--- config.mk ---
export PLATFORM = sky130hd
export DESIGN_NAME = clcg_apb_regs
export DESIGN_NICKNAME = d
export VERILOG_FILES = /design/src/rtl/clcg_pkg.sv /design/src/rtl/clcg_apb_regs.sv
export SDC_FILE = /design/constraint.sdc
export NUM_CORES = 1
export LEC_CHECK = 0
export ABC_AREA = 0
export BUFFER_PORTS_ARGS = -buffer_cell sky130_fd_sc_hd__buf_2
export CORE_MARGIN = 3
export CORE_UTILIZATION = 30
export CTS_CLUSTER_DIAMETER = 120
export CTS_CLUSTER_SIZE = 16
export DETAILED_ROUTE_END_ITERATION = 8
export PLACE_DENSITY = 0.79
export SETUP_SLACK_MARGIN = 0.15
export SYNTH_ARGS = -nofsm -noshare
export SYNTH_HDL_FRONTEND = slang
export SYNTH_SLANG_ARGS = --single-unit
--- constraint.sdc ---
create_clock -name clk_i -period 0.8 [get_ports clk_i]
set_input_delay 0.12 -clock clk_i [delete_from_list [all_inputs] [get_ports clk_i]]
set_output_delay 0.12 -clock clk_i [all_outputs]
set_load 0.02 [all_outputs]
--- src/rtl/clcg_pkg.sv ---
// Shared types, constants and codes for the combined four-LCG generator.
// No dependencies; every other file in rtl/ imports this package.
package clcg_pkg;

  localparam int unsigned NumGenerators = 128;
  localparam int unsigned GenAw = (NumGenerators > 1) ? $clog2(NumGenerators) : 1;
  localparam int unsigned NumLcg = 4;
  localparam int unsigned CfgAw = 3;

  typedef logic [30:0] seed_t;
  typedef seed_t [NumLcg-1:0] lane_vec_t;
  typedef logic [1:0] lane_t;
  typedef logic [8:0] fold_t;

  // Multipliers, moduli and the fold constants c with m = 2^31 - c.
  localparam lane_vec_t LcgMult = {31'd49689, 31'd138556, 31'd207707, 31'd45991};
  localparam lane_vec_t LcgMod = {31'd2147483323, 31'd2147483423,
                                  31'd2147483543, 31'd2147483647};
  localparam fold_t [NumLcg-1:0] LcgFold = {9'd325, 9'd225, 9'd105, 9'd1};
  localparam lane_vec_t DefaultSeeds = {31'd44444444, 31'd33333333,
                                        31'd22222222, 31'd11111111};

  typedef enum logic [3:0] {
    ModeGenerate = 4'd0,
    ModeSelect   = 4'd1,
    ModeSetSeeds = 4'd2,
    ModeInitial  = 4'd3,
    ModeNewSeed  = 4'd4,
    ModeLastSeed = 4'd5,
    ModeSetAll   = 4'd6,
    ModeRead     = 4'd7,
    ModeAdvance  = 4'd8
  } mode_e;

  localparam logic [1:0] StatusOk       = 2'd0;
  localparam logic [1:0] StatusBadSeed  = 2'd1;
  localparam logic [1:0] StatusBadIndex = 2'd2;

  localparam logic RegVExp = 1'b0;
  localparam logic RegWExp = 1'b1;

  typedef struct packed {
    logic [3:0]  mode;
    logic [6:0]  gen_index;
    logic [31:0] seed_0;
    logic [31:0] seed_1;
    logic [31:0] seed_2;
    logic [31:0] seed_3;
    logic [6:0]  advance_count;
  } in_item_t;

  typedef struct packed {
    logic [30:0] random_value;
    logic [30:0] state_0;
    logic [30:0] state_1;
    logic [30:0] state_2;
    logic [30:0] state_3;
    logic [1:0]  status;
    logic [6:0]  selected_generator;
  } out_item_t;

  // One memory row holds all seeds of one virtual generator.
  typedef struct packed {
    lane_vec_t init_s;
    lane_vec_t last_s;
    lane_vec_t cur_s;
  } row_t;

  typedef struct packed {
    logic  valid;
    lane_t lane;
    seed_t a;
    seed_t b;
  } mul_req_t;

  typedef struct packed {
    logic  valid;
    lane_t lane;
    seed_t value;
  } mul_rsp_t;

  typedef struct packed {
    logic       upd;
    logic [5:0] v_exp;
    logic [5:0] w_exp;
  } cfg_t;

endpackage

--- src/rtl/clcg_apb_regs.sv ---
// APB register block holding the two jump exponents.
// Depends on clcg_pkg.
module clcg_apb_regs (
  input  logic                       clk_i,
  input  logic                       rst_ni,
  input  logic                       psel,
  input  logic                       penable,
  input  logic                       pwrite,
  input  logic [clcg_pkg::CfgAw-1:0] paddr,
  input  logic [31:0]                pwdata,
  output logic [31:0]                prdata,
  output logic                       pready,
  output clcg_pkg::cfg_t             cfg_o
);
  import clcg_pkg::*;

  logic [5:0] v_exp_q, w_exp_q;
  logic       wr_en;

  assign wr_en  = psel && penable && pwrite;
  assign pready = 1'b1;

  always_ff @(posedge clk_i or negedge rst_ni) begin
    if (!rst_ni) begin
      v_exp_q <= 6'd31;
      w_exp_q <= 6'd41;
    end else if (wr_en) begin
      if (paddr[2] == RegWExp) begin
        w_exp_q <= pwdata[5:0];
      end else begin
        v_exp_q <= pwdata[5:0];
      end
    end
  end

  assign prdata = (paddr[2] == RegWExp) ? {26'd0, w_exp_q} : {26'd0, v_exp_q};

  assign cfg_o.upd   = wr_en;
  assign cfg_o.v_exp = v_exp_q;
  assign cfg_o.w_exp = w_exp_q;

endmodule

==> metrics <==
I/O Pins=86; Worst-Skew Late Latency=270 ps; post-route clock period utilization=151%; status=complete, but fails checks; # port buffers=30; Sinks on Clock Net=12; Mapped Avg Cell Area=12.3 um^2; DRC Markers=0; # diodes=0; flops & latches, synth=12; sequential fraction of the synthesis area=39.6%; Hold Crit Class=in2reg; Layout area overhead=63.2%; DPL Wire Length=1.23 mm; total of max-cap violations=0; Initial Util=33.5%; wire per inst=13.3 um; failing checks=negative setup slack; Inserted Clock Buffers=3; CP max stage delay=550 ps; Yosys warning total=0; fin nets=154; Min Hold Slack=86.7 ps; Pre-antenna DRT Iters=1; Setup WS pre-CTS=-223 ps; most common cell after layout, fill and taps aside=buf_6; Post-Syn Area=785 um^2; RSZ-0062 raised after global routing=yes; Fin. Hold Viols=0; vias in the first global route=564; Netlist cell types=9; CP max stage cell=dfstp_2; Worst path top cell family by delay=flip-flops; DRT antenna net count=0; CTS clk-pin slew, worst paths=80 ps; fill count=187; WP buf/inv=1; DR vias=561; gr usage total=10.7%; P per Cell Area=2430 nW/um^2; Mapped Cells=64; final setup fails=27; met2 usage=21.4%; leading cell types in the layout, fill and taps excluded=buf_6 (32), conb_1 (27), mux2_4 (15), buf_2 (8), dfstp_2 (8); CTS root buf=clkbuf_4; fmax=827 MHz; clk_skew=0 ps; GRT busiest layer=met2; Vias/cell=3.98; row count=17; Die Y=57.1 um; Req. time, crit path=680 ps; critical path class=reg2out; Core Area=2340 um^2; routed wire length=1.87 mm; critical path arrival=1090 ps; CP startpoint kind=register; Total Power=3.11 mW; largest net degree at the start of global routing=13; worst-path cell chain=mux2_4 -> buf_6; max-slew violation count=0; initial antenna violation count=0; GPL Wtd Cong=0.655; Final Util=54.7%; die area=3260 um^2; share of cells above drive strength 1=74.3%; first-pass GRT wire length=2.70 mm; routing usage on met1=10.2%; Critical Path Sink Type=primary output; routing usage on met3=2.71%; Leakage=0.679 nW; initial DRC count=0; total grt overflow=0; Worst Path Max Fanout=2; Worst VDD drop=1590 uV; TritonCTS clock tree=yes; min setup slack post-route=-409 ps; die outline width=57.1 um; Clock Path Buffers=2; H-tree Lvls=1; min cycle time layout=1210 ps
[registers in the layout, summed over array words and instances (netlist names)]
name and count:
w_exp_q 6, v_exp_q 6
[timing repair]
action / CTS / global route
gates resized for setup: 50 / 13
setup buffers: 4 / 8
endpoints found under the hold margin: 12 / 0
hold buffers: 1 / 0
gates cloned: 0 / 0
pin swaps: 0 / 0
setup endpoints to repair: 31 / 31
[report_power, final]
part	total [mW]	internal, mW	leakage, nW	switching, mW
registers	0.918	0.814	0.129	0.104
clock network	0.481	0.276	0.0210	0.204
logic	1.72	0.985	0.530	0.731
total	3.11	2.08	0.679	1.04
[final timing paths]
check	start	cells after the start	slack, ps	endpoint
worst max register to register	v_exp_q[4]	4	-200	v_exp_q[4]
worst max-delay path	w_exp_q[0]	2	-410	prdata[0]
max in group asynchronous	rst_ni	2	280	v_exp_q[2]
worst min register to register	v_exp_q[5]	1	570	v_exp_q[5]
worst min-delay path	pwdata[1]	2	90	w_exp_q[1]
min in group asynchronous	rst_ni	2	250	w_exp_q[4]
[worst register-to-register path, cell delays in order (launching register included)]
cell	delay [ps]
dfstp_2	380
buf_6	110
buf_6	100
buf_6	100
mux2_4	250
[routing by layer]
layer / wire (um) / share of wire (%) / vias to the layer above
met5: 0 / 0 / -
met4: 0 / 0 / 0
met3: 172 / 9.2 / 0
met2: 1090 / 58 / 35
met1: 613 / 33 / 266
li1: - / - / 260
[synth_stat cells]
library cell  instances  area share [%]
dfstp_2               8              27
nand4_2               1             1.6
buf_6                 1             1.4
buf_4                28              27
and3_1                1            0.80
mux2_2               18              26
conb_1                2            0.96
dfrtp_1               4              13
nand4b_4              1             3.0
[kinds of logic (layout without fill, tap and decap cells)]
kind of cell           after synthesis  after routing  synth area share (%)
and+or+nand+nor                      3              3                  5.42
buffers and inverters               29             53                  28.2
DFF                                 12             12                  39.6
muxes                               18             18                  25.8
other                                2             27                 0.957
[final cells by class]
class / instances / area (um^2) / share of cell area [%]
flip-flops and latches: 12 / 314 / 24.5
repair buffers: 49 / 478 / 37.3
well taps: 28 / 35.0 / 2.74
multi-input cells: 48 / 417 / 32.6
clock buffers: 4 / 36.3 / 2.83
[metrics by stage]
step | setup TNS (ps) | instance area [um^2] | cells
6_report | -6930 | 1280 | 141
2_1_floorplan | -745 | 928 | 89
5_1_grt | -7800 | 1280 | 141
3_5_place_dp | -2760 | 933 | 124
3_3_place_gp | -2560 | 933 | 124
4_1_cts | -6350 | 1170 | 133
No activity file was read; power rests on OpenSTA's default activity.
