[src/rtl/clcg_pkg.sv]
// Shared types, constants and codes for the combined four-LCG generator.
// No dependencies; every other file in rtl/ imports this package.
package clcg_pkg;

  localparam int unsigned NumGenerators = 128;
  localparam int unsigned GenAw = (NumGenerators > 1) ? $clog2(NumGenerators) : 1;
  localparam int unsigned NumLcg = 4;
  localparam int unsigned CfgAw = 3;

  typedef logic [30:0] seed_t;
  typedef seed_t [NumLcg-1:0] lane_vec_t;
  typedef logic [1:0] lane_t;
  typedef logic [8:0] fold_t;

  // Multipliers, moduli and the fold constants c with m = 2^31 - c.
  localparam lane_vec_t LcgMult = {31'd49689, 31'd138556, 31'd207707, 31'd45991};
  localparam lane_vec_t LcgMod = {31'd2147483323, 31'd2147483423,
                                  31'd2147483543, 31'd2147483647};
  localparam fold_t [NumLcg-1:0] LcgFold = {9'd325, 9'd225, 9'd105, 9'd1};
  localparam lane_vec_t DefaultSeeds = {31'd44444444, 31'd33333333,
                                        31'd22222222, 31'd11111111};

  typedef enum logic [3:0] {
    ModeGenerate = 4'd0,
    ModeSelect   = 4'd1,
    ModeSetSeeds = 4'd2,
    ModeInitial  = 4'd3,
    ModeNewSeed  = 4'd4,
    ModeLastSeed = 4'd5,
    ModeSetAll   = 4'd6,
    ModeRead     = 4'd7,
    ModeAdvance  = 4'd8
  } mode_e;

  localparam logic [1:0] StatusOk       = 2'd0;
  localparam logic [1:0] StatusBadSeed  = 2'd1;
  localparam logic [1:0] StatusBadIndex = 2'd2;

  localparam logic RegVExp = 1'b0;
  localparam logic RegWExp = 1'b1;

  typedef struct packed {
    logic [3:0]  mode;
    logic [6:0]  gen_index;
    logic [31:0] seed_0;
    logic [31:0] seed_1;
    logic [31:0] seed_2;
    logic [31:0] seed_3;
    logic [6:0]  advance_count;
  } in_item_t;

  typedef struct packed {
    logic [30:0] random_value;
    logic [30:0] state_0;
    logic [30:0] state_1;
    logic [30:0] state_2;
    logic [30:0] state_3;
    logic [1:0]  status;
    logic [6:0]  selected_generator;
  } out_item_t;

  // One memory row holds all seeds of one virtual generator.
  typedef struct packed {
    lane_vec_t init_s;
    lane_vec_t last_s;
    lane_vec_t cur_s;
  } row_t;

  typedef struct packed {
    logic  valid;
    lane_t lane;
    seed_t a;
    seed_t b;
  } mul_req_t;

  typedef struct packed {
    logic  valid;
    lane_t lane;
    seed_t value;
  } mul_rsp_t;

  typedef struct packed {
    logic       upd;
    logic [5:0] v_exp;
    logic [5:0] w_exp;
  } cfg_t;

endpackage

[src/rtl/clcg_mulmod.sv]
// Three-stage pipelined modular multiplier for the four LCG moduli.
// Depends on clcg_pkg.
module clcg_mulmod (
  input  logic               clk_i,
  input  logic               rst_ni,
  input  clcg_pkg::mul_req_t req_i,
  output clcg_pkg::mul_rsp_t rsp_o
);
  import clcg_pkg::*;

  logic        s1_valid_q, s2_valid_q, s3_valid_q;
  lane_t       s1_lane_q, s2_lane_q, s3_lane_q;
  logic [61:0] s1_prod_q, s1_prod_d;
  logic [40:0] s2_fold_q, s2_fold_d;
  seed_t       s3_value_q, s3_value_d;
  logic [31:0] fold2;
  logic [31:0] mod_ext;

  // Since 2^31 = c (mod m), the high part folds down by a multiply with c.
  assign s1_prod_d = {31'd0, req_i.a} * {31'd0, req_i.b};
  assign s2_fold_d = {10'd0, s1_prod_q[61:31]} * {32'd0, LcgFold[s1_lane_q]}
                   + {10'd0, s1_prod_q[30:0]};
  assign fold2 = {22'd0, s2_fold_q[40:31]} * {23'd0, LcgFold[s2_lane_q]}
               + {1'b0, s2_fold_q[30:0]};
  assign mod_ext = {1'b0, LcgMod[s2_lane_q]};

  always_comb begin
    if (fold2 >= mod_ext) begin
      s3_value_d = seed_t'(fold2 - mod_ext);
    end else begin
      s3_value_d = fold2[30:0];
    end
  end

  always_ff @(posedge clk_i or negedge rst_ni) begin
    if (!rst_ni) begin
      s1_valid_q <= 1'b0;
      s2_valid_q <= 1'b0;
      s3_valid_q <= 1'b0;
    end else begin
      s1_valid_q <= req_i.valid;
      s2_valid_q <= s1_valid_q;
      s3_valid_q <= s2_valid_q;
    end
  end

  always_ff @(posedge clk_i) begin
    s1_lane_q  <= req_i.lane;
    s1_prod_q  <= s1_prod_d;
    s2_lane_q  <= s1_lane_q;
    s2_fold_q  <= s2_fold_d;
    s3_lane_q  <= s2_lane_q;
    s3_value_q <= s3_value_d;
  end

  assign rsp_o.valid = s3_valid_q;
  assign rsp_o.lane  = s3_lane_q;
  assign rsp_o.value = s3_value_q;

endmodule

[config.mk]
export PLATFORM = sky130hd
export DESIGN_NAME = clcg_mulmod
export DESIGN_NICKNAME = d
export VERILOG_FILES = /design/src/rtl/clcg_pkg.sv /design/src/rtl/clcg_mulmod.sv
export SDC_FILE = /design/constraint.sdc
export NUM_CORES = 2
export LEC_CHECK = 0
export BUFFER_PORTS_ARGS = -buffer_cell sky130_fd_sc_hd__buf_2
export CAP_MARGIN = 20
export CORE_MARGIN = 1.5
export CORE_UTILIZATION = 35
export DETAILED_ROUTE_END_ITERATION = 10
export GPL_TIMING_DRIVEN = 0
export HOLD_SLACK_MARGIN = 0.05
export SETUP_SLACK_MARGIN = 0.5
export SLEW_MARGIN = 15
export SYNTH_ARGS = -nofsm -noshare
export SYNTH_HDL_FRONTEND = slang
export SYNTH_SLANG_ARGS = --single-unit
export TNS_END_PERCENT = 1
[constraint.sdc]
create_clock -name clk_i -period 8.5 [get_ports clk_i]
set_clock_uncertainty 0.05 [all_clocks]
set_input_delay 0.425 -clock clk_i [delete_from_list [all_inputs] [get_ports clk_i]]
set_output_delay 0.425 -clock clk_i [all_outputs]
set_load 0.02 [all_outputs]
==> flow_metrics.env <==
export IMPL_synth_main_ff_cell="dfxtp_1"
export IMPL_dr_pass1_iters=6
export IMPL_worstPathRequired_ns=8.78
export IMPL_cp_end_kind="flop"
export IMPL_cp_top_family="adder cells"
export IMPL_grt_total_usage_pct=22.2
export IMPL_rows=133
export IMPL_ant_nets=0
export IMPL_mostFrequentLayoutCell="inv_1"
export IMPL_synth_edf_count=0
export IMPL_worstSetupStartpointType="input pin"
export IMPL_clk_pin_slew_ns=0.06
export IMPL_cts_buffers=17
export IMPL_layout_common_cells="1176 x inv_1, 1057 x fa_1, 629 x nand2_1"
export IMPL_synth_mux_area_share_pct=0.0943
export IMPL_synth_cell_types=79
export IMPL_cpMostUsedCell="fa_1"
export IMPL_portBuffers=100
export IMPL_cts_tree="done"
export IMPL_start_util_pct=35.3
export IMPL_maxCapViolCount=0
export IMPL_die_area_mm2=0.135
export IMPL_hold_viol=0
export IMPL_tightest_slew_ns=1.14
export IMPL_ff2ff_setup_slack_ns=0.95
export IMPL_clock_path_buffers=2
export IMPL_clock_sinks=143
export IMPL_fp_dieW_um=367
export IMPL_cp_startpoint="req_i[30]"
export IMPL_multi_input_area_mm2=0.0384
export IMPL_netlist_instances=5061
export IMPL_min_path_type="input pin to async pin"
export IMPL_cts_root_buf="clkbuf_16"
export IMPL_r2r_end="s3_value_q[17]"
export IMPL_status="finished clean"
export IMPL_grt_ovfl_total=0
export IMPL_grt_max_degree=17
export IMPL_crit_fanout=10
export IMPL_htree_levels=4
export IMPL_synth_nets=6661
export IMPL_placed_area_mm2=0.0491
export IMPL_period_needed_ns=7.95
export IMPL_async_flop_share_pct=2.10
export IMPL_core_area_mm2=0.131
export IMPL_drc=0
export IMPL_grt_pass1_vias=36801
export IMPL_detail_route_iter0_violations=2705
export IMPL_cp_slowest_cell="clkbuf_1"
export IMPL_cp_arrival_ns=8.23
export IMPL_max_clock_freq_ghz=0.126
export IMPL_syn_area_per_cell_um2=9.17
export IMPL_io_pins=101
export IMPL_antenna_found_initial=11
export IMPL_max_stage_delay_ns=0.72
export IMPL_seq_area_frac_synth_pct=6.20
export IMPL_layout_cells_non_filler=6963
export IMPL_wl_per_cell_um=21.4
export IMPL_synth_top_family_by_area="adder cells"
export IMPL_syn2layout_area_growth_pct=8.26
export IMPL_rsz0062_at_grt="true"
export IMPL_crit_chain="buf_2 > clkbuf_1 > and2_1 > fa_1 > fa_1 > fa_1 > fa_1 > fa_1 > fa_1 > fa_1 > inv_1 > fa_1 > inv_1 > ha_1 > nand4_1 > nor3_1 > o21ai_0 > o21bai_1 > o21ai_2 > o41ai_2 > a221oi_1 > xnor2_1"
export IMPL_slew_headroom_pct=24.3
export IMPL_r2r_start="s2_lane_q[0]"
export IMPL_n_fill_cell=13442
export IMPL_syn_area_mm2=0.0464
export IMPL_critPathBufInv=4
export IMPL_synthAdderAreaFrac_pct=58.5
export IMPL_placed_cells=6917
export IMPL_drive_gt1_share_pct=6.28
export IMPL_grt_pass1_wl_um=224000
export IMPL_slew_viol_final=0
export IMPL_finalCritPeriodShare_pct=93.6
export IMPL_worst_r2r_cell_count=26
export IMPL_wirelength_um=149000
export IMPL_place_congestion=1.02
export IMPL_yosys_warnings=0
export IMPL_synth_compound_area_share_pct=5.19
export IMPL_dp_hpwl_um=126000
export IMPL_fin_hold_ws_ns=0.249
export IMPL_finalSetupViolations=0
export IMPL_crit_type="input pin to flop"
export IMPL_synth_simple_area_share_pct=16.2
export IMPL_crit_cells=22
export IMPL_via_per_inst=4.97
export IMPL_seqCellArea_mm2=0.00288
export IMPL_die_y_um=367
export IMPL_synth_xor_area_share_pct=2.59
export IMPL_clk_latency_ns=0.45
export IMPL_yosys_register_bits=143
export IMPL_via_count=34633
export IMPL_fin_area_mm2=0.0503
export IMPL_final_nets=6790
export IMPL_final_core_util_pct=38.2
export IMPL_crit_end="s1_prod_q[58]"
==> layer usage <==
metal / wire (µm) / track usage (%) / up-vias / share of wire (%)
li1: - / - / 15261 / -
met1: 60100 / 29.0 / 17574 / 40
met2: 67500 / 35.9 / 1498 / 45
met3: 14500 / 4.91 / 300 / 9.7
met5: 0 / 0 / - / 0
met4: 6860 / 8.49 / 0 / 4.6
==> registers in the layout, indices dropped and copies added (netlist names) <==
register / flops
s3_lane_q: 2
s1_lane_q: 2
s1_valid_q: 1
s3_valid_q: 1
s2_lane_q: 2
s1_prod_q: 62
s2_valid_q: 1
s2_fold_q: 41
s3_value_q: 31
==> logic make-up (layout without fill, tap and decap cells) <==
family,after synthesis,count (layout)
buffers and inverters,1397,1539
adder cells (fa/ha/maj),1533,1533
other,0,5
AO/OA/AOI/OAI,363,363
flip-flops,143,143
multiplexers,4,4
XOR/XNOR,137,137
AND/OR/NAND/NOR,1484,1484
==> through the flow <==
step | TNS (ns) | setup slack (ns)
6_report | 0 | 0.548
5_1_grt | 0 | 0.410
4_1_cts | 0 | 0.481
3_5_place_dp | -10.56 | -0.964
3_3_place_gp | -10.33 | -0.916
2_1_floorplan | 0 | 0.925
==> final cells by class <==
type / instances / area share [%]
Multi-Input combinational cell: 3521 / 76.4
Inverter: 1177 / 8.79
Tap cell: 1755 / 4.37
Buffer: 220 / 2.19
Sequential cell: 143 / 5.73
Timing Repair Buffer: 110 / 1.18
Clock buffer: 17 / 0.847
Antenna cell: 5 / 0.0249
Clock inverter: 15 / 0.436
==> synthesized netlist by cell type (5+ instances only) <==
library cell	instances	share of area, %
a211oi_1	7	0.11
a21o_1	66	1.1
a21oi_1	113	1.2
a31oi_1	17	0.23
and2_1	569	7.7
and3_1	9	0.12
and4_1	8	0.15
clkbuf_1	211	1.7
dfxtp_1	140	6.0
fa_1	1059	46
ha_1	474	13
inv_1	1176	9.5
nand2_1	629	5.1
nand2b_1	13	0.18
nand3_1	22	0.24
nand3b_1	6	0.097
nand4_1	18	0.24
nor2_1	90	0.73
nor2b_1	60	0.81
nor3_1	32	0.35
o211ai_1	5	0.081
o21a_1	19	0.31
o21ai_0	50	0.54
o21ai_1	8	0.086
o21bai_1	18	0.29
o31ai_1	9	0.15
xnor2_1	96	1.8
xor2_1	41	0.77
==> what timing repair did <==
item | in CTS | in global routing
hold buffers | 4 | 0
endpoints found under the hold margin | 6 | 0
setup endpoints to repair | 20 | 44
gates cloned | 0 | 0
resized for setup | 129 | 169
setup buffers | 3 | 2
pin swaps | 3 | 3
==> worst min-delay path by stage <==
stage,start,endpoint,cells past startpoint
finish,rst_ni,s1_valid_q,2
global route,rst_ni,s1_valid_q,2
CTS,rst_ni,s1_valid_q,2
detailed placement,rst_ni,s2_valid_q,1
global placement,rst_ni,s1_valid_q,1
floorplan,rst_ni,s1_valid_q,0
Power is left out: the tool's default activity adds up to more than one toggle a clock period on the data nets, which glitch-free logic cannot reach.
